--- src/dgvt_pkg.sv ---
// Shared constants, types and state encodings of the gesture volume tracker.
package dgvt_pkg;

  localparam int MEDIAN_TAPS   = 5;
  localparam int HISTORY_DEPTH = 8;
  localparam int NOISE_LIMIT   = 2;
  localparam int TREND_MIN     = 4;

  localparam int MED_IW   = $clog2(MEDIAN_TAPS);
  localparam int HIST_IW  = $clog2(HISTORY_DEPTH);
  localparam int NOISE_W  = $clog2(NOISE_LIMIT + 1);
  localparam int VAL_W    = 11;
  localparam int CTR_W    = 13;
  localparam int PROD_W   = CTR_W + 8;
  localparam int DVD_W    = PROD_W + 8;
  localparam int DIV_CW   = $clog2(DVD_W + 1);
  localparam int CFG_IW   = 3;
  localparam int CFG_DW   = 16;

  typedef logic signed [VAL_W-1:0] val_t;
  typedef logic signed [CTR_W-1:0] ctr_t;

  localparam val_t VAL_NONE = -11'sd1;

  typedef enum logic [1:0] {
    SWIPE_NONE = 2'd0,
    SWIPE_ON   = 2'd1,
    SWIPE_OFF  = 2'd2
  } swipe_t;

  typedef enum logic [1:0] {
    MOT_STOP = 2'd0,
    MOT_UP   = 2'd1,
    MOT_DOWN = 2'd2
  } motion_t;

  typedef enum logic [CFG_IW-1:0] {
    REG_SENSOR_MIN = 3'd0,
    REG_SENSOR_MAX = 3'd1,
    REG_OUTPUT_MIN = 3'd2,
    REG_OUTPUT_MAX = 3'd3,
    REG_PAUSE_MS   = 3'd4,
    REG_SPAN_THR   = 3'd5,
    REG_MAX_STEP   = 3'd6,
    REG_DEADBAND   = 3'd7
  } cfg_reg_t;

  typedef enum logic [3:0] {
    ST_IDLE, ST_MEDGO, ST_MEDIAN, ST_PAUSE, ST_SCAN, ST_TRACK,
    ST_MUL, ST_DIVGO, ST_DIV, ST_CLAMP, ST_FINISH
  } top_state_t;

  typedef enum logic [1:0] {MS_IDLE, MS_LOAD, MS_CMP} med_state_t;

  typedef enum logic [1:0] {TS_IDLE, TS_J, TS_K, TS_DONE} trend_state_t;

endpackage

--- src/dgvt_div.sv ---
// Restoring unsigned divider, one quotient bit per cycle.
module dgvt_div import dgvt_pkg::*; (
  input  logic             clk,
  input  logic             rst_n,
  input  logic             start,
  input  logic [DVD_W-1:0] dividend,
  input  logic [9:0]       divisor,
  output logic             done,
  output logic [DVD_W-1:0] quotient
);

  logic              busy_r, busy_nxt, done_r, done_nxt, qbit;
  logic [DIV_CW-1:0] cnt_r, cnt_nxt;
  logic [9:0]        rem_r, rem_nxt, dvs_r, dvs_nxt;
  logic [DVD_W-1:0]  q_r, q_nxt;
  logic [10:0]       trial;

  always_ff @(posedge clk) begin
    if (!rst_n) begin
      busy_r <= 1'b0;
      done_r <= 1'b0;
    end else begin
      busy_r <= busy_nxt;
      done_r <= done_nxt;
    end
  end

  always_ff @(posedge clk) begin
    cnt_r <= cnt_nxt;
    rem_r <= rem_nxt;
    dvs_r <= dvs_nxt;
    q_r   <= q_nxt;
  end

  always_comb begin
    trial    = {rem_r, q_r[DVD_W-1]};
    qbit     = (trial >= {1'b0, dvs_r});
    busy_nxt = busy_r;
    done_nxt = 1'b0;
    cnt_nxt  = cnt_r;
    rem_nxt  = rem_r;
    dvs_nxt  = dvs_r;
    q_nxt    = q_r;
    if (busy_r) begin
      rem_nxt = qbit ? 10'(trial - {1'b0, dvs_r}) : trial[9:0];
      q_nxt   = {q_r[DVD_W-2:0], qbit};
      cnt_nxt = cnt_r - DIV_CW'(1);
      if (cnt_r == DIV_CW'(1)) begin
        busy_nxt = 1'b0;
        done_nxt = 1'b1;
      end
    end else if (start) begin
      busy_nxt = 1'b1;
      cnt_nxt  = DIV_CW'(DVD_W);
      rem_nxt  = '0;
      dvs_nxt  = divisor;
      q_nxt    = dividend;
    end
  end

  assign done     = done_r;
  assign quotient = q_r;

endmodule
--- config.mk ---
export PLATFORM = sky130hd
export DESIGN_NAME = dgvt_div
export DESIGN_NICKNAME = d
export VERILOG_FILES = /design/src/dgvt_pkg.sv /design/src/dgvt_div.sv
export SDC_FILE = /design/constraint.sdc
export NUM_CORES = 1
export LEC_CHECK = 0
export BUFFER_PORTS_ARGS = -buffer_cell sky130_fd_sc_hd__buf_2
export CORE_MARGIN = 5
export CORE_UTILIZATION = 50
export DETAILED_ROUTE_END_ITERATION = 6
export HOLD_SLACK_MARGIN = 0.15
export PLACE_DENSITY = 0.85
export SYNTH_ARGS = -nofsm -noshare
export SYNTH_HDL_FRONTEND = slang
export SYNTH_SLANG_ARGS = --single-unit
--- constraint.sdc ---
create_clock -name clk -period 2.41 [get_ports clk]
set_input_delay 0.241 -clock clk [delete_from_list [all_inputs] [get_ports clk]]
set_output_delay 0.241 -clock clk [all_outputs]
set_load 0.005 [all_outputs]
==> results.toml <==
[run_status]
status = "finished, final reports clean"

[pwr]
finalPower_mw = 2.470
power_frac_comb_pct = 28.2
power_density_mw_per_mm2 = 669.8
sw_frac_of_total_pct = 30.05
ir_drop_v = 0.0004644
p_leak_nw = 1.522
cell_internal_pwr_mw = 1.728
p_switching_uw = 742.3
p_clk_share_pct = 21.1
pwr-share-seq_pct = 50.7

[timing]
fin_setup_tns_ps = 0
timing.fmax_mhz = 431.7
slew_headroom_pct = 70.98
fin_crit_sh_pct = 96.11
tightest_slew_ps = 434.2
slew_violations = 0
period_needed_ps = 2316
finClkSkew_ps = 3.977
final_hold_viol_count = 0
whs_ps = 227.7
setup_viol = 0

[critical_path]
critical_path_class = "register to register"
cp_data_arrival_time_ps = 2370
path_max_fanout = 3
start_kind = "register"
worstPathRequired_ps = 2460
crit_path_end_kind = "register"

[synthesis]
async_reset_ff_share_pct = 0
synth_cell_types = 51
synth_xor_area_share_pct = 1.465
syn_area_per_cell_um2 = 13.23
synth_edf_count = 54
yosys.area_share.simple_pct = 9.753
yosys.area.top_type = "edfxtp_1"
synth_area_mm2 = 0.002989
synth_top_family_by_area = "multiplexers"
syn_nets = 281
synth_flop_cell = "edfxtp_1"
synth_area_leaders = "edfxtp_1, mux2_2, ha_1"
seq_area_frac_synth_pct = 55.59
synthMuxAreaShare_pct = 12.22
synth.most_common_cell = "edfxtp_1"
ys_ff_latch = 56
synth_compound_area_share_pct = 12.01
synth_cells = 226
synth_commonest_cells = "edfxtp_1, mux2_2, inv_1, nand2_1, ha_1"
synth_top_area_share_pct = 54.25
yosysWarnings = 0
yosys.area_share.adder_pct = 5.693

[final_layout]
fin_nets = 370
fillers = 441
diodes = 0
multi_input_area_mm2 = 0.001244
design_area_mm2 = 0.003687
drive_above_1_share_pct = 41.46
regArea_mm2 = 0.001663
layout.cells.non_filler = 391
area_growth_pct = 23.36

[clock_tree]
clk_path_buf_depth = 2
clkLatencyLatePin_ps = 310
htree_levels = 2
cts_tree = "yes"
clk_pin_slew_ps = 100
tritoncts.num_buffers = 5
cts.sinks = 56
root_buffer = "clkbuf_8"

[placed_design]
place_area_mm2 = 0.003463
io_buffers = 71
hpwl_um = 4822
gp_congestion = 0.8621
dp.cells = 371

[drt]
wl_met1_um = 2834
drtAntennaViolNets = 0
via_per_inst = 5.542
routed-wl-met2_um = 3187
num_vias = 2167
highest_layer = "met4"
drt_wl_total_um = 6565
drc = 0
drt_iter0_markers = 121
wl_per_cell_um = 16.79
dr.pass1.iters = 4
met3_length_um = 430

[global_route]
grt_pass1_wl_um = 10760
grt-ovfl-total = 0
grt_max_degree = 33
first_global_vias = 2309
antenna_found_initial = 0
grt_usage_pct = 18.09

[die]
core_area_mm2 = 0.005851
initial_core_util_pct = 51.09
die_x_um = 87.32
boundaryPins = 72
die_y_um = 87.32
die_area_mm2 = 0.007625
num_rows = 28

[job]
cap_viol_max_count = 0

[worst_hold_path]
hold_path.class = "input pin to register"
==> registers in the layout, summed over array words and instances, names as in the netlist <==
register and cells:
busy_r 1, cnt_r 5, done 1, dvs_r 10, quotient 29, rem_r 10
==> per-layer routing <==
layer | global-route usage, % | vias up
met1 | 21.18 | 1044
met3 | 6.149 | 12
met4 | 6.834 | 0
li1 | - | 1027
met2 | 30.55 | 84
met5 | 0 | -
==> per-stage QoR <==
step	setup slack [ps]	util [%]
floorplan	201.4	-
global placement	122.0	59.20
detailed placement	-34.27	59.20
CTS	62.69	62.75
global route	-26.10	63.02
finish	93.78	63.02
==> final cells by class <==
class                   instances  area share, %
clock buffers                   5          1.866
clock inverters                 3         0.6447
inverters                      15          1.527
multi-input cells             147          33.73
flip-flops and latches         56          45.10
well taps                      75          2.545
repair buffers                 90          14.59
==> worst paths after layout <==
check / start / end / slack, ps / cells past startpoint
max: quotient[28] / rem_r[8] / 90 / 9
min: dividend[6] / quotient[6] / 230 / 2
max reg2reg: quotient[28] / rem_r[8] / 90 / 9
min reg2reg: cnt_r[4] / busy_r / 580 / 2
==> repair_timing <==
item                                    in CTS  in global routing
hold buffers                                11                  0
resized for setup                            1                  3
setup buffers                                0                  1
endpoints found under the setup margin       2                  2
endpoints found under the hold margin       11                  0
pin swaps                                    0                  2
==> cell usage in the layout, fill, tap and decap left out, drive strengths merged, types with 2 or more instances in the layout <==
cell / instances
mux2: 28
a2111oi: 4
xor2: 2
ha: 12
nand3: 3
o211a: 2
nand3b: 2
dfxtp: 2
nor4b: 2
a211o: 2
nand2b: 3
or2: 3
nand2: 15
edfxtp: 54
o21ai: 8
xnor2: 3
buf: 79
clkinvlp: 2
and2: 2
nor2: 9
dlygate4sd3: 11
and3: 3
mux2i: 5
inv: 15
a211oi: 7
nor3: 5
a21oi: 9
nor2b: 4
o21bai: 2
clkbuf: 5
==> cells by family (layout without fill, tap and decap cells) <==
kind of cell | count (synthesis) | in the layout
DFF | 56 | 56
and+or+nand+nor | 53 | 53
AOI/OAI and AO/OA | 43 | 43
muxes | 33 | 33
buffers and inverters | 23 | 113
adders and majority gates | 13 | 13
xor gates and xnor gates | 5 | 5
==> critical path, cell delays in order (launching register included) <==
cell	delay [ps]
edfxtp_1	430
inv_1	90
ha_1	170
inv_1	60
fa_2	370
a211oi_2	280
o21bai_1	130
a31oi_1	230
xor2_1	210
a211oi_2	100
==> power groups by stage <==
| stage | clock network (mW) | logic (mW) | registers, mW |
|---|---|---|---|
| detailed placement | 0 | 0.664 | 1.27 |
| CTS | 0.529 | 0.683 | 1.25 |
| floorplan | 0 | 0.460 | 1.26 |
| finish | 0.521 | 0.697 | 1.25 |
| global route | 0.584 | 0.763 | 1.26 |
| global placement | 0 | 0.637 | 1.27 |
Power figures use the tool's default switching activity.
