**src/dgvt_pkg.sv**
```systemverilog
// Shared constants, types and state encodings of the gesture volume tracker.
package dgvt_pkg;

  localparam int MEDIAN_TAPS   = 5;
  localparam int HISTORY_DEPTH = 8;
  localparam int NOISE_LIMIT   = 2;
  localparam int TREND_MIN     = 4;

  localparam int MED_IW   = $clog2(MEDIAN_TAPS);
  localparam int HIST_IW  = $clog2(HISTORY_DEPTH);
  localparam int NOISE_W  = $clog2(NOISE_LIMIT + 1);
  localparam int VAL_W    = 11;
  localparam int CTR_W    = 13;
  localparam int PROD_W   = CTR_W + 8;
  localparam int DVD_W    = PROD_W + 8;
  localparam int DIV_CW   = $clog2(DVD_W + 1);
  localparam int CFG_IW   = 3;
  localparam int CFG_DW   = 16;

  typedef logic signed [VAL_W-1:0] val_t;
  typedef logic signed [CTR_W-1:0] ctr_t;

  localparam val_t VAL_NONE = -11'sd1;

  typedef enum logic [1:0] {
    SWIPE_NONE = 2'd0,
    SWIPE_ON   = 2'd1,
    SWIPE_OFF  = 2'd2
  } swipe_t;

  typedef enum logic [1:0] {
    MOT_STOP = 2'd0,
    MOT_UP   = 2'd1,
    MOT_DOWN = 2'd2
  } motion_t;

  typedef enum logic [CFG_IW-1:0] {
    REG_SENSOR_MIN = 3'd0,
    REG_SENSOR_MAX = 3'd1,
    REG_OUTPUT_MIN = 3'd2,
    REG_OUTPUT_MAX = 3'd3,
    REG_PAUSE_MS   = 3'd4,
    REG_SPAN_THR   = 3'd5,
    REG_MAX_STEP   = 3'd6,
    REG_DEADBAND   = 3'd7
  } cfg_reg_t;

  typedef enum logic [3:0] {
    ST_IDLE, ST_MEDGO, ST_MEDIAN, ST_PAUSE, ST_SCAN, ST_TRACK,
    ST_MUL, ST_DIVGO, ST_DIV, ST_CLAMP, ST_FINISH
  } top_state_t;

  typedef enum logic [1:0] {MS_IDLE, MS_LOAD, MS_CMP} med_state_t;

  typedef enum logic [1:0] {TS_IDLE, TS_J, TS_K, TS_DONE} trend_state_t;

endpackage

```
**src/dgvt_trend.sv**
```systemverilog
// Serial trend scan over the history line; reports on, off or no swipe.
module dgvt_trend import dgvt_pkg::*; (
  input  logic       clk,
  input  logic       rst_n,
  input  logic       start,
  input  val_t       hist [HISTORY_DEPTH],
  input  logic [9:0] span_thr,
  input  logic [9:0] max_step,
  output logic       done,
  output swipe_t     result
);

  localparam logic [HIST_IW-1:0] LB = HIST_IW'(HISTORY_DEPTH - 1);

  trend_state_t       st_r, st_nxt;
  logic [HIST_IW-1:0] j_r, j_nxt, k_r, k_nxt, on_r, on_nxt, off_r, off_nxt, ptr;
  logic [NOISE_W-1:0] noise_r, noise_nxt, noise_n;
  val_t               hj_r, hj_nxt, rd, h0, hl;
  logic               up_r, up_nxt, abort_r, abort_nxt, done_r, done_nxt, brk, pre_ok;
  swipe_t             res_r, res_nxt;
  logic signed [VAL_W:0] full, mag, g, stp;

  always_ff @(posedge clk) begin
    if (!rst_n) begin
      st_r   <= TS_IDLE;
      done_r <= 1'b0;
    end else begin
      st_r   <= st_nxt;
      done_r <= done_nxt;
    end
  end

  always_ff @(posedge clk) begin
    j_r     <= j_nxt;
    k_r     <= k_nxt;
    on_r    <= on_nxt;
    off_r   <= off_nxt;
    noise_r <= noise_nxt;
    hj_r    <= hj_nxt;
    up_r    <= up_nxt;
    abort_r <= abort_nxt;
    res_r   <= res_nxt;
  end

  always_comb begin
    h0     = hist[0];
    hl     = hist[LB];
    full   = {h0[VAL_W-1], h0} - {hl[VAL_W-1], hl};
    mag    = full[VAL_W] ? -full : full;
    pre_ok = (h0 > 0) && (hl > 0) && (mag > $signed({2'b00, span_thr}));
    ptr    = (st_r == TS_K) ? k_r : j_r;
    rd     = hist[ptr];
    g      = {hj_r[VAL_W-1], hj_r} - {rd[VAL_W-1], rd};
    stp    = $signed({2'b00, max_step});
    st_nxt    = st_r;
    j_nxt     = j_r;
    k_nxt     = k_r;
    on_nxt    = on_r;
    off_nxt   = off_r;
    noise_nxt = noise_r;
    noise_n   = noise_r;
    hj_nxt    = hj_r;
    up_nxt    = up_r;
    abort_nxt = abort_r;
    res_nxt   = res_r;
    done_nxt  = 1'b0;
    brk       = 1'b0;
    case (st_r)
      TS_IDLE: begin
        if (start) begin
          on_nxt    = '0;
          off_nxt   = '0;
          noise_nxt = '0;
          abort_nxt = 1'b0;
          j_nxt     = '0;
          up_nxt    = (full > 0);
          st_nxt    = pre_ok ? TS_J : TS_DONE;
        end
      end
      TS_J: begin
        if (j_r == LB) begin
          st_nxt = TS_DONE;
        end else if (rd <= 0) begin
          j_nxt = j_r + HIST_IW'(1);
        end else begin
          hj_nxt = rd;
          k_nxt  = j_r + HIST_IW'(1);
          st_nxt = TS_K;
        end
      end
      TS_K: begin
        // a gap search that runs into the oldest entry ends the scan empty
        if ((k_r == LB) && (k_r != j_r + HIST_IW'(1))) begin
          abort_nxt = 1'b1;
          st_nxt    = TS_DONE;
        end else if (rd >= 0) begin
          if (rd > 0) begin
            if (up_r) begin
              if (g >= 0 && g < stp) on_nxt = on_r + HIST_IW'(1);
              else if (g >= stp)     brk = 1'b1;
              else                   noise_n = noise_r + NOISE_W'(1);
            end else begin
              if (g <= 0 && g > -stp) off_nxt = off_r + HIST_IW'(1);
              else if (g <= -stp)     brk = 1'b1;
              else                    noise_n = noise_r + NOISE_W'(1);
            end
            if (int'(noise_n) >= NOISE_LIMIT) brk = 1'b1;
          end
          noise_nxt = noise_n;
          if (brk) begin
            st_nxt = TS_DONE;
          end else begin
            j_nxt  = j_r + HIST_IW'(1);
            st_nxt = TS_J;
          end
        end else begin
          k_nxt = k_r + HIST_IW'(1);
        end
      end
      TS_DONE: begin
        done_nxt = 1'b1;
        if (abort_r)                    res_nxt = SWIPE_NONE;
        else if (int'(on_r) > TREND_MIN)  res_nxt = SWIPE_ON;
        else if (int'(off_r) > TREND_MIN) res_nxt = SWIPE_OFF;
        else                            res_nxt = SWIPE_NONE;
        st_nxt = TS_IDLE;
      end
      default: st_nxt = TS_IDLE;
    endcase
  end

  assign done   = done_r;
  assign result = res_r;

endmodule

```
**config.mk**
```make
export PLATFORM = sky130hd
export DESIGN_NAME = dgvt_trend
export DESIGN_NICKNAME = d
export VERILOG_FILES = /design/src/dgvt_pkg.sv /design/src/dgvt_trend.sv
export SDC_FILE = /design/constraint.sdc
export NUM_CORES = 1
export LEC_CHECK = 0
export ABC_AREA = 0
export BUFFER_PORTS_ARGS = -buffer_cell sky130_fd_sc_hd__buf_2
export CORE_AREA = 10 10 112 94
export CTS_CLUSTER_SIZE = 28
export DETAILED_ROUTE_END_ITERATION = 6
export DIE_AREA = 0 0 122 104
export PLACE_DENSITY = 0.86
export REMOVE_ABC_BUFFERS = 1
export SYNTH_ARGS = -nofsm -noshare
export SYNTH_HDL_FRONTEND = slang
export SYNTH_SLANG_ARGS = --single-unit
```
**constraint.sdc**
```tcl
create_clock -name clk -period 11.15 [get_ports clk]
set_input_delay 0.5575 -clock clk [delete_from_list [all_inputs] [get_ports clk]]
set_output_delay 0.5575 -clock clk [all_outputs]
set_load 0.1 [all_outputs]
```
==> impl_results.md <==
- Outcome: finished, final reports clean
- M1 GR Usage: 24.6%
- HP Start: abort_r
- Crit share post-route: 59.9%
- # rows: 30
- Area grow syn2layout: 14.9%
- Die area: 12700 um^2
- Final Hold Vio Count: 0
- Setup Skew: 0.00930 ns
- Syn Inst Count: 548
- Netlist cell types: 65
- Reg power frac: 12.7%
- R2r startpoint: st_r[0]
- Slowest CP cell: ha_1
- Leakage power: 2.74 nW
- Ys async rst share: 0%
- Maxcap violations: 0
- Place WS: 4.52 ns
- PortBufs: 113
- Sequential-to-total area share from yosys stat: 19.2%
- Pin count of the biggest net entering global routing: 37
- #FFs+latches synth: 32
- I/O pins: 114
- # hold bufs at CTS: 0
- Clock power share: 4.2%
- CP dominant cell by count: ha_1
- Wirelength, routed: 13000 um
- Total negative slack: 0 ns
- Max_slew headroom: 41.6%
- Share of cells above drive strength 1: 21.5%
- Setup WS post-layout: 4.48 ns
- Tightest Pin Transition: 0.868 ns
- H-tree Lvls: 2
- CP max FO: 33
- Int Pwr: 987 uW
- DRT iter0 DRCs: 334
- CTS buffer count: 5
- Die height: 104 um
- Commonest non-fill, non-tap cell in the layout: buf_2
- F_max: 0.150 GHz
- CTS max path bufs: 2
- # DRC: 0
- Post-CTS Setup Repair Bufs: 0
- CP Data Arrival Time: 6.66 ns
- Crit path max-delay family: compound AO/OA/AOI/OAI gates
- Post-placement cell area: 5500 um^2
- Vias per cell: 5.76
- Power Dens Cells: 367 nW/um^2
- CP Buf/Inv Count: 3
- WP data required: 11.13 ns
- GR peak layer: met2
- Sw frac: 51.8%
- Number of fillers in the final layout: 696
- Core area: 8300 um^2
- Overall Power: 2.05 mW
- GP Congestion: 0.901
- DRT Pass-1 Iters: 4
- Hpwl dp: 11200 um
- Critical path type: reg -> reg
- Skew-Pair Late Insertion Delay: 0.28 ns
- Mean Syn Cell Area: 8.86 um^2
- Post-CTS sizing: 0
- TritonCTS clock tree: yes
- Worst setup SP type: flop
- GR Overflow Total: 0
- First-pass GRT wire length: 21900 um
- Synth Flop Type: edfxtp_1
- Final instance area: 5580 um^2
- Combinational Power Share: 83.1%
- WHS: 0.560 ns
- Switching power: 1.06 mW
- Routing usage on met3: 4.72%
- GRT Total Usage: 20.2%
- DRT antenna net count: 0
- Cell chain of the critical path: inv_1 > ha_1 > mux2i_4 > buf_4 > mux2i_1 > a21oi_1 > mux2_2 > ha_1 > inv_1 > fa_1 > a21o_1 > and4_1 > nor3_1 > xnor2_1 > ha_1 > a21oi_1 > a21boi_0 > o41ai_1 > maj3_1 > nor3_1 > nor4b_2 > o22ai_1 > a2111oi_4 > o21a_1
- Total of warnings raised by yosys: 0
- Initial Util: 58.5%
- Met2 GRT Util: 34.4%
- Worst setup path start: st_r[0]
- Nets: 841
- Clock-pin slew on the worst setup and hold paths: 0.07 ns
- Die width: 122 um
- Vias: 4451
- WL/cell: 16.8 um
- Initial antenna violation count: 0
- Max Slew Vio Count: 0
- Root buf cell: clkbuf_8
- Final setup viols: 0
- Largest stage delay, worst path: 0.48 ns
- Peak VDD IR: 0.171 mV
- Most frequent cells in the layout: 113 x buf_2, 68 x ha_1, 63 x inv_1
- Min-Delay Path Class: reg -> reg
- Post-Syn Area: 4850 um^2
- Crit path capture type: flop
- Vias in the first global route: 4804
- CTS sink count: 32
- Unrepaired setup endpoints after global routing: no
- EDFF count, synth: 29
- Diode count: 0
- Final min period: 6.67 ns
[logic make-up after synthesis]
family                   count (synthesis)  synth area share, %
XOR/XNOR                                37                 6.68
multiplexers                            72                 15.5
flip-flops                              32                 19.2
AND/OR/NAND/NOR                        143                 16.0
buffers and inverters                   77                 7.19
adder cells (fa/ha/maj)                 71                 18.6
AO/OA/AOI/OAI                          116                 16.9
[Yosys cell counts (3+ instances only)]
| cell | n | area (um^2) |
|---|---|---|
| a211oi_1 | 13 | 97.6 |
| a21o_1 | 6 | 45.0 |
| a21oi_1 | 26 | 130 |
| a221oi_1 | 3 | 26.3 |
| a31oi_1 | 6 | 37.5 |
| and2_1 | 9 | 56.3 |
| and3_1 | 5 | 31.3 |
| buf_2 | 3 | 15.0 |
| buf_6 | 7 | 78.8 |
| dfxtp_1 | 3 | 60.1 |
| edfxtp_1 | 29 | 871 |
| ha_1 | 68 | 851 |
| inv_1 | 63 | 236 |
| inv_2 | 3 | 11.3 |
| mux2_2 | 3 | 33.8 |
| mux2i_1 | 64 | 641 |
| mux2i_2 | 4 | 55.1 |
| nand2_1 | 22 | 82.6 |
| nand2b_1 | 9 | 56.3 |
| nand3_1 | 10 | 50.1 |
| nand4_1 | 8 | 50.1 |
| nor2_1 | 26 | 97.6 |
| nor2b_1 | 19 | 119 |
| nor3_1 | 14 | 70.1 |
| nor3b_1 | 3 | 22.5 |
| o2111ai_1 | 3 | 26.3 |
| o211ai_1 | 3 | 22.5 |
| o21a_1 | 3 | 22.5 |
| o21ai_0 | 18 | 90.1 |
| o21ai_1 | 6 | 30.0 |
| o31a_1 | 3 | 26.3 |
| o31ai_1 | 3 | 22.5 |
| or3_1 | 5 | 31.3 |
| xnor2_1 | 27 | 236 |
| xor2_1 | 10 | 87.6 |
[worst paths after layout]
check,cells past startpoint,to,slack (ns)
max reg2reg,24,j_r[2],4.48
min,1,result[0],0.56
max,24,j_r[2],4.48
min reg2reg,1,result[0],0.56
[power groups by stage]
stage	logic [mW]	clock network [mW]	registers, mW
2_1_floorplan	1.32	0	0.260
3_3_place_gp	1.61	0	0.259
3_5_place_dp	1.69	0	0.262
4_1_cts	1.69	0.0871	0.260
5_1_grt	1.91	0.0925	0.266
6_report	1.70	0.0862	0.260
[final cells by class]
class	instances	area (um^2)	share of cell area, %
multi-input combinational	439	3590	64.4
sequential	32	931	16.7
timing repair buffer	116	588	10.5
inverter	66	248	4.44
tap	112	140	2.51
clock buffer	7	76.3	1.37
clock inverter	1	5.00	0.0897
[flip-flops by register name, summed over array words and instances (netlist names)]
name	cells
hj_r	11
k_r	3
off_r	3
st_r	2
result	2
done	1
abort_r	1
up_r	1
noise_r	2
j_r	3
on_r	3
[through the flow]
| step | std cells | utilization, % |
|---|---|---|
| 2_1_floorplan | 537 | - |
| 3_3_place_gp | 765 | 66.3 |
| 3_5_place_dp | 765 | 66.3 |
| 4_1_cts | 773 | 67.2 |
| 5_1_grt | 773 | 67.2 |
| 6_report | 773 | 67.2 |
[layer usage]
layer  share of wire (%)  wire (um)  vias up
li1                    -          -     2232
met1                  43       5610     2045
met2                  48       6270      156
met3                 7.1        920       18
met4                 1.7        225        0
met5                   0          0        -
No activity file was read; power rests on OpenSTA's default activity.
