$ cat src/dgvt_pkg.sv
// Shared constants, types and state encodings of the gesture volume tracker.
package dgvt_pkg;

  localparam int MEDIAN_TAPS   = 5;
  localparam int HISTORY_DEPTH = 8;
  localparam int NOISE_LIMIT   = 2;
  localparam int TREND_MIN     = 4;

  localparam int MED_IW   = $clog2(MEDIAN_TAPS);
  localparam int HIST_IW  = $clog2(HISTORY_DEPTH);
  localparam int NOISE_W  = $clog2(NOISE_LIMIT + 1);
  localparam int VAL_W    = 11;
  localparam int CTR_W    = 13;
  localparam int PROD_W   = CTR_W + 8;
  localparam int DVD_W    = PROD_W + 8;
  localparam int DIV_CW   = $clog2(DVD_W + 1);
  localparam int CFG_IW   = 3;
  localparam int CFG_DW   = 16;

  typedef logic signed [VAL_W-1:0] val_t;
  typedef logic signed [CTR_W-1:0] ctr_t;

  localparam val_t VAL_NONE = -11'sd1;

  typedef enum logic [1:0] {
    SWIPE_NONE = 2'd0,
    SWIPE_ON   = 2'd1,
    SWIPE_OFF  = 2'd2
  } swipe_t;

  typedef enum logic [1:0] {
    MOT_STOP = 2'd0,
    MOT_UP   = 2'd1,
    MOT_DOWN = 2'd2
  } motion_t;

  typedef enum logic [CFG_IW-1:0] {
    REG_SENSOR_MIN = 3'd0,
    REG_SENSOR_MAX = 3'd1,
    REG_OUTPUT_MIN = 3'd2,
    REG_OUTPUT_MAX = 3'd3,
    REG_PAUSE_MS   = 3'd4,
    REG_SPAN_THR   = 3'd5,
    REG_MAX_STEP   = 3'd6,
    REG_DEADBAND   = 3'd7
  } cfg_reg_t;

  typedef enum logic [3:0] {
    ST_IDLE, ST_MEDGO, ST_MEDIAN, ST_PAUSE, ST_SCAN, ST_TRACK,
    ST_MUL, ST_DIVGO, ST_DIV, ST_CLAMP, ST_FINISH
  } top_state_t;

  typedef enum logic [1:0] {MS_IDLE, MS_LOAD, MS_CMP} med_state_t;

  typedef enum logic [1:0] {TS_IDLE, TS_J, TS_K, TS_DONE} trend_state_t;

endpackage

$ cat src/dgvt_median.sv
// Serial rank-count median over the sample window, one compare per cycle.
module dgvt_median import dgvt_pkg::*; (
  input  logic clk,
  input  logic rst_n,
  input  logic start,
  input  val_t window [MEDIAN_TAPS],
  output logic done,
  output val_t med
);

  med_state_t        st_r, st_nxt;
  logic [MED_IW-1:0] i_r, i_nxt, j_r, j_nxt, rank_r, rank_nxt, addr, rank_sum;
  val_t              wi_r, wi_nxt, med_r, med_nxt, rd;
  logic              done_r, done_nxt, gt;

  always_ff @(posedge clk) begin
    if (!rst_n) begin
      st_r   <= MS_IDLE;
      done_r <= 1'b0;
    end else begin
      st_r   <= st_nxt;
      done_r <= done_nxt;
    end
  end

  always_ff @(posedge clk) begin
    i_r    <= i_nxt;
    j_r    <= j_nxt;
    rank_r <= rank_nxt;
    wi_r   <= wi_nxt;
    med_r  <= med_nxt;
  end

  always_comb begin
    addr     = (st_r == MS_LOAD) ? i_r : j_r;
    rd       = window[addr];
    // rank of element i in a stable descending sort
    gt       = (rd > wi_r) || ((rd == wi_r) && (j_r < i_r));
    rank_sum = rank_r + MED_IW'(gt);
    st_nxt   = st_r;
    i_nxt    = i_r;
    j_nxt    = j_r;
    rank_nxt = rank_r;
    wi_nxt   = wi_r;
    med_nxt  = med_r;
    done_nxt = 1'b0;
    case (st_r)
      MS_IDLE: begin
        if (start) begin
          i_nxt  = '0;
          st_nxt = MS_LOAD;
        end
      end
      MS_LOAD: begin
        wi_nxt   = rd;
        j_nxt    = '0;
        rank_nxt = '0;
        st_nxt   = MS_CMP;
      end
      MS_CMP: begin
        rank_nxt = rank_sum;
        if (j_r == MED_IW'(MEDIAN_TAPS - 1)) begin
          if (rank_sum == MED_IW'(MEDIAN_TAPS / 2)) begin
            med_nxt  = wi_r;
            done_nxt = 1'b1;
            st_nxt   = MS_IDLE;
          end else begin
            i_nxt  = i_r + MED_IW'(1);
            st_nxt = MS_LOAD;
          end
        end else begin
          j_nxt = j_r + MED_IW'(1);
        end
      end
      default: st_nxt = MS_IDLE;
    endcase
  end

  assign done = done_r;
  assign med  = med_r;

endmodule

$ cat config.mk
export PLATFORM = sky130hd
export DESIGN_NAME = dgvt_median
export DESIGN_NICKNAME = d
export VERILOG_FILES = /design/src/dgvt_pkg.sv /design/src/dgvt_median.sv
export SDC_FILE = /design/constraint.sdc
export NUM_CORES = 1
export LEC_CHECK = 0
export BUFFER_PORTS_ARGS = -buffer_cell sky130_fd_sc_hd__buf_4
export CELL_PAD_IN_SITES_DETAIL_PLACEMENT = 1
export CELL_PAD_IN_SITES_GLOBAL_PLACEMENT = 1
export CORE_MARGIN = 5
export CORE_UTILIZATION = 42
export CTS_CLUSTER_SIZE = 14
export DETAILED_ROUTE_END_ITERATION = 10
export PLACE_DENSITY = 0.81
export REMOVE_ABC_BUFFERS = 1
export SLEW_MARGIN = 0
export SYNTH_ARGS = -nofsm -noshare
export SYNTH_HDL_FRONTEND = slang
export SYNTH_SLANG_ARGS = --single-unit
$ cat constraint.sdc
create_clock -name clk -period 13 [get_ports clk]
set_input_delay 1.95 -clock clk [delete_from_list [all_inputs] [get_ports clk]]
set_output_delay 1.95 -clock clk [all_outputs]
set_load 0.005 [all_outputs]
==> results of run 1 <==
[cells in the mapped netlist]
master | number | share of area [%]
mux4_2 | 7 | 7.6
nand4_1 | 3 | 0.90
o21a_1 | 4 | 1.4
or3b_2 | 1 | 0.42
and2_1 | 8 | 2.4
o21ai_0 | 3 | 0.72
o211a_1 | 1 | 0.48
nor3_1 | 1 | 0.24
a31oi_1 | 1 | 0.30
xor2_1 | 3 | 1.3
a32oi_1 | 1 | 0.42
ha_1 | 23 | 14
mux2i_2 | 1 | 0.66
buf_2 | 1 | 0.24
nand2_1 | 7 | 1.3
a21boi_0 | 1 | 0.36
a22o_1 | 10 | 4.2
nand3_1 | 2 | 0.48
nor2_1 | 5 | 0.90
dfxtp_1 | 3 | 2.9
a211o_2 | 1 | 0.48
mux4_1 | 3 | 3.8
buf_4 | 1 | 0.36
o32ai_1 | 1 | 0.42
nand3b_1 | 1 | 0.36
buf_6 | 1 | 0.54
nor2b_1 | 4 | 1.2
mux2i_1 | 5 | 2.4
a21oi_1 | 5 | 1.2
inv_1 | 18 | 3.2
edfxtp_1 | 31 | 45
clkbuf_1 | 2 | 0.36
[power by group]
part / switching [mW] / leakage [nW] / internal [mW]
clock: 0.0380 / 0.0455 / 0.0432
combinational: 0.204 / 0.876 / 0.177
sequential: 0.0272 / 0.317 / 0.183
total: 0.269 / 1.24 / 0.403
[critical path: stages, from the launching register on]
cell and delay (ps):
dfxtp_1 350, inv_1 110, ha_1 600, mux2i_1 870, nor2_1 400, a22o_1 380, ha_1 340, nand4_1 130
nor2_1 170, a21oi_1 100, o21ai_0 170, o32ai_1 110, ha_1 200, ha_1 190, xor2_1 180, or3b_2 520
nor2_1 730
[layer usage]
layer | part of all wire [%] | global-route usage [%]
met1 | 41 | 21.1
met2 | 52 | 33.1
met3 | 5.6 | 4.15
met4 | 1.3 | 6.59
met5 | 0 | 0
[how the worst max path moves through the flow]
stage / startpoint / endpoint / slack, ps / depth (start not counted)
6_report: st_r[1]$_SDFFE_PN0P_ / med[7]$_DFFE_PP_ / 7040 / 16
5_1_grt: st_r[1]$_SDFFE_PN0P_ / med[7]$_DFFE_PP_ / 6540 / 16
4_1_cts: st_r[1]$_SDFFE_PN0P_ / med[7]$_DFFE_PP_ / 6990 / 16
3_5_place_dp: window[53] / med[5]$_DFFE_PP_ / 7010 / 14
3_3_place_gp: window[29] / med[5]$_DFFE_PP_ / 7230 / 14
2_1_floorplan: window[29] / med[0]$_DFFE_PP_ / 7610 / 13
[state kept, by name, indices dropped and copies added (netlist names)]
| register | flops |
|---|---|
| med | 11 |
| wi_r | 11 |
| i_r | 3 |
| j_r | 3 |
| rank_r | 3 |
| st_r | 2 |
| done | 1 |
[stage by stage]
stage                     instances  power, mW  util [%]
after detailed placement        291      0.591      56.0
after global routing            299      0.736      57.9
after global placement          291      0.560      56.0
after CTS                       299      0.678      57.9
after floorplan                 154      0.475         -
final                           299      0.672      57.9
[area by class of cell]
type / count / area (µm²)
fill: 524 / 2000
multi-input combinational: 102 / 993
sequential: 34 / 991
timing repair buffer: 70 / 526
clock buffer: 8 / 90.1
tap: 67 / 83.8
inverter: 18 / 67.6
[cell families (layout without fill, tap and decap cells)]
logic type,Yosys count,after routing
xor gates and xnor gates,3,3
adders and majority gates,23,23
muxes,16,16
AOI/OAI and AO/OA,28,28
buffers and inverters,23,96
and+or+nand+nor,32,32
DFF,34,34
==> run summary, run 1 <==
total negative setup slack -> 0 ps
most frequent cells in the layout -> buf_4, edfxtp_1, ha_1
status -> completed
Clock transition at path regs -> 80 ps
Initial Util -> 43.8%
Crit Reg-Reg Endpoint -> med[7]$_DFFE_PP_
TritonCTS clock tree -> done
worst min-delay path endpoint -> med[3]$_DFFE_PP_
mux contribution to synthesized area -> 14.4%
# IOs -> 70
grt total ovfl -> 0
type of the worst min-delay path -> reg2reg
area delta synth->final -> 32.1%
initial antenna violation count -> 0
Placement Rows -> 25
PortBufs -> 69
normalized max-slew margin -> 24.9%
Simple-Gate Fraction of Synth Area -> 8.17%
largest family of logic cells by synthesized area -> multiplexers
core area -> 4750 µm²
pin slew with the least headroom to its limit -> 1100 ps
XOR/XNOR share of the synthesized area -> 1.26%
Worst-Skew Late Latency -> 290 ps
Die Ht -> 80.4 µm
post-cts hold buffer count -> 0
via count -> 1551
RSZ-0062 raised after global routing -> no
cts bufs inserted -> 5
Max IR drop VDD -> 0.0963 mV
crit-path max FO -> 13
Post-Place Cell Area -> 2660 µm²
setup violators final -> 0
Final Hold Viols -> 0
vias in the first global route -> 1827
FF-to-FF Start -> st_r[1]$_SDFFE_PN0P_
crit start category -> register
hold_sp -> wi_r[3]$_DFFE_PN_
Final Wtd Congestion -> 0.737
DR iter-0 viols -> 65
drt total wl -> 5420 µm
first-pass GRT wire length -> 8870 µm
post-synthesis adder-cell area fraction -> 13.8%
First-pass DRT Iterations -> 4
max-cap viol count -> 0
hold_ws -> 460 ps
post-synthesis sequential area ratio -> 47.6%
Tmin final -> 5960 ps
post-CTS sizing -> 0
GRT Resource Usage Total -> 18.3%
Residual DRC -> 0
crit share post-route -> 45.8%
Setup Fix Bufs, Post-CTS -> 0
WL per Instance -> 18.1 µm
die area -> 6470 µm²
Slew Viols, Final -> 0
Pwr Density -> 244 nW/µm²
post-route cell area -> 2750 µm²
CP Data Required Time -> 12910 ps
R2R depth -> 16
commonest non-fill, non-tap cell in the layout -> buf_4
root buf cell -> clkbuf_8
H-tree Lvls -> 2
Nets -> 312
Synth Register Bits -> 34
average instance area after synthesis -> 13.1 µm²
hold depth -> 0
setup slack after placement -> 7010 ps
library cells used by synthesis -> 32
CTS Sinks -> 34
Synth Area in Compound Gates -> 10.0%
mapped cell area -> 2080 µm²
flop2flop setup slack -> 7040 ps
CP arrival -> 5860 ps
Post-DP HPWL -> 4480 µm
Fmax achieved -> 168 MHz
CP Capture Type -> register
Setup Skew -> 12.6 ps
kind of critical path -> reg2reg
Leakage -> 1.24 nW
yosys warns -> 0
# diodes -> 0
share of layout cells above drive strength 1 -> 37.1%
CTS Buffer Depth -> 2
Via density -> 5.19
largest net degree at the start of global routing -> 15
ANT nets after route -> 0
die width -> 80.4 µm
post-synthesis cell count -> 159
worst setup margin -> 7040 ps
Note: power is estimated with default switching activity, not from simulation.
==> run 2, diff against run 1 <==
--- a/config.mk
+++ b/config.mk
@@ -5,14 +5,15 @@
 export SDC_FILE = /design/constraint.sdc
 export NUM_CORES = 1
 export LEC_CHECK = 0
+export ABC_AREA = 1
 export BUFFER_PORTS_ARGS = -buffer_cell sky130_fd_sc_hd__buf_4
 export CELL_PAD_IN_SITES_DETAIL_PLACEMENT = 1
 export CELL_PAD_IN_SITES_GLOBAL_PLACEMENT = 1
 export CORE_MARGIN = 5
-export CORE_UTILIZATION = 42
+export CORE_UTILIZATION = 33
 export CTS_CLUSTER_SIZE = 14
 export DETAILED_ROUTE_END_ITERATION = 10
-export PLACE_DENSITY = 0.81
+export PLACE_DENSITY = 0.72
 export REMOVE_ABC_BUFFERS = 1
 export SLEW_MARGIN = 0
 export SYNTH_ARGS = -nofsm -noshare
==> constraint.sdc (replaced) <==
create_clock -name clk -period 5.4 [get_ports clk]
set_input_delay 0.81 -clock clk [delete_from_list [all_inputs] [get_ports clk]]
set_output_delay 0.81 -clock clk [all_outputs]
set_load 0.005 [all_outputs]
==> run summary, run 2 <==
status -> completed
mapped cell area -> 2220 µm² (+6.7%)
top cell type's share of synthesized area -> 41.9% (-2.8 points)
Nets -> 418 (+34%)
RSZ-0062 raised after global routing -> no
Synth area leader -> edfxtp_1
max-cap viol count -> 0 (unchanged)
drt total wl -> 5880 µm (+8.6%)
CP max-delay cell -> inv_2
vias in the first global route -> 2122 (+16%)
yosys warns -> 0 (unchanged)
Max IR drop VDD -> 0.191 mV (+98%)
WL per Instance -> 14.1 µm (-22%)
Setup Fix Bufs, Post-CTS -> 0 (unchanged)
CP Capture Type -> register
PortBufs -> 69 (unchanged)
CP arrival -> 4420 ps (-1440 ps)
Synth Register Bits -> 34 (unchanged)
commonest cells in the netlist -> nand2_1, inv_1, nand3_1, edfxtp_1, ha_1
# diodes -> 0 (unchanged)
first-pass GRT wire length -> 9680 µm (+9.1%)
share of layout cells above drive strength 1 -> 25.7% (-11 points)
type of the worst min-delay path -> reg2reg
Leakage -> 1.42 nW (+15%)
delay-heaviest family, CP -> simple AND/OR/NAND/NOR gates
Slew Viols, Final -> 0 (unchanged)
crit-path max FO -> 23 (+10)
CTS Buffer Depth -> 2 (unchanged)
cts bufs inserted -> 5 (unchanged)
Final Hold Viols -> 0 (unchanged)
most frequent cells in the layout -> nand2_1, buf_4, inv_1, nand3_1, edfxtp_1
root buf cell -> clkbuf_8
largest net degree at the start of global routing -> 24 (+9)
post-synthesis cell count -> 268 (+69%)
CTS Sinks -> 34 (unchanged)
Initial Util -> 33.3% (-11 points)
Primary FF master, synth -> edfxtp_1
commonest non-fill, non-tap cell in the layout -> nand2_1
initial antenna violation count -> 0 (unchanged)
DR iter-0 viols -> 85 (+31%)
normalized max-slew margin -> 63.1% (+38 points)
Placement Rows -> 30 (+20%)
flop2flop setup slack -> 970 ps (-6080 ps)
GRT Resource Usage Total -> 14.5% (-3.8 points)
Residual DRC -> 0 (unchanged)
CP max stage delay -> 390 ps (-480 ps)
via count -> 1950 (+26%)
synth top area cells -> edfxtp_1, nand2_1, ha_1
Die Ht -> 92.1 µm (+14%)
post-cts hold buffer count -> 0 (unchanged)
most frequent cell after synthesis -> nand2_1
Clock transition at path regs -> 70 ps (about the same)
average instance area after synthesis -> 8.29 µm² (-37%)
post-CTS sizing -> 0 (unchanged)
kind of critical path -> reg2reg
Via density -> 4.67 (-10%)
crit share post-route -> 82.1% (+36 points)
setup violators final -> 0 (unchanged)
library cells used by synthesis -> 28 (-13%)
# IOs -> 70 (unchanged)
Post-synth EDFFs -> 31 (unchanged)
total power -> 1.74 mW (+160%)
Async SR Flop Fraction -> 0% (unchanged)
die area -> 8480 µm² (+31%)
Worst-Skew Late Latency -> 280 ps (about the same)
Post-DP HPWL -> 4860 µm (+8.4%)
Pwr Density -> 604 nW/µm² (+150%)
Tmin final -> 4430 ps (-1520 ps)
core area -> 6680 µm² (+41%)
crit start category -> register
area delta synth->final -> 29.6%
post-synthesis sequential area ratio -> 44.6% (-3.0 points)
die width -> 92.1 µm (+14%)
Setup Skew -> 2.77 ps (-9.87 ps)
Final Wtd Congestion -> 0.796 (+8.0%)
fillcell total -> 822 (+57%)
grt total ovfl -> 0 (unchanged)
ANT nets after route -> 0 (unchanged)
Final Util -> 43.1% (-15 points)
total negative setup slack -> 0 ps (unchanged)
Buf/Inv on CP -> 7 (+6)
TritonCTS clock tree -> done
pin slew with the least headroom to its limit -> 550 ps (-554 ps)
most frequent CP cell -> nand2_1
First-pass DRT Iterations -> 4 (unchanged)
CP Data Required Time -> 5380 ps (-7530 ps)
H-tree Lvls -> 2 (unchanged)
Fmax achieved -> 226 MHz (+34%)
run 2: changes by cell type in the layout (fill, tap and decap cells not counted), moves of 4 or more:
| cell | before | now |
|---|---|---|
| a22o_1 | 10 | 0 |
| and2_1 | 8 | 0 |
| inv_1 | 18 | 33 |
| mux2i_1 | 5 | 0 |
| mux4_2 | 7 | 0 |
| nand2_1 | 7 | 90 |
| nand3_1 | 2 | 33 |
| nor2_1 | 5 | 12 |
| nor2b_1 | 4 | 0 |
| o21ai_0 | 3 | 7 |
run 2: metal layers:
metal	track usage [%]	wire, µm
met1	17.5	2710
met2	24.3	2700
met3	4.10	370
met4	5.69	110
met5	0	0
run 2: cell families after synthesis:
kind of cell / synth area share, %
simple gates: 28.0
fa+ha+maj: 13.0
buf+inv: 8.61
compound gates: 4.62
flops: 44.6
xor+xnor: 1.18
run 2: where the power goes:
group	internal [mW]	switching [mW]
Clock	0.0859	0.0859
Combinational	0.393	0.685
Sequential	0.436	0.0551
Total	0.915	0.826
run 2: path summary, 6_finish.rpt:
path / startpoint / to / depth (start not counted)
worst max register to register: st_r[1]$_SDFFE_PN0P_ / med[3]$_DFFE_PP_ / 26
worst min register to register: wi_r[8]$_DFFE_PN_ / med[8]$_DFFE_PP_ / 0
worst max-delay path: st_r[1]$_SDFFE_PN0P_ / med[3]$_DFFE_PP_ / 26
worst min-delay path: wi_r[8]$_DFFE_PN_ / med[8]$_DFFE_PP_ / 0
run 2: layout make-up:
class	count	area (µm²)	share of cell area, %
clock inverter	3	11.3	0.391
timing repair buffer	71	533	18.5
tap	80	100	3.48
multi-input combinational	189	1040	36.1
clock buffer	5	68.8	2.39
inverter	36	135	4.69
sequential	34	991	34.4
run 2: through the flow:
stage	worst slack, ps	hold WS [ps]	std cells	instance area (µm²)
finish	967	451	418	2880
global route	481	465	418	2880
CTS	912	455	418	2880
detailed placement	986	438	410	2800
global placement	1010	431	410	2800
floorplan	1150	426	259	2170
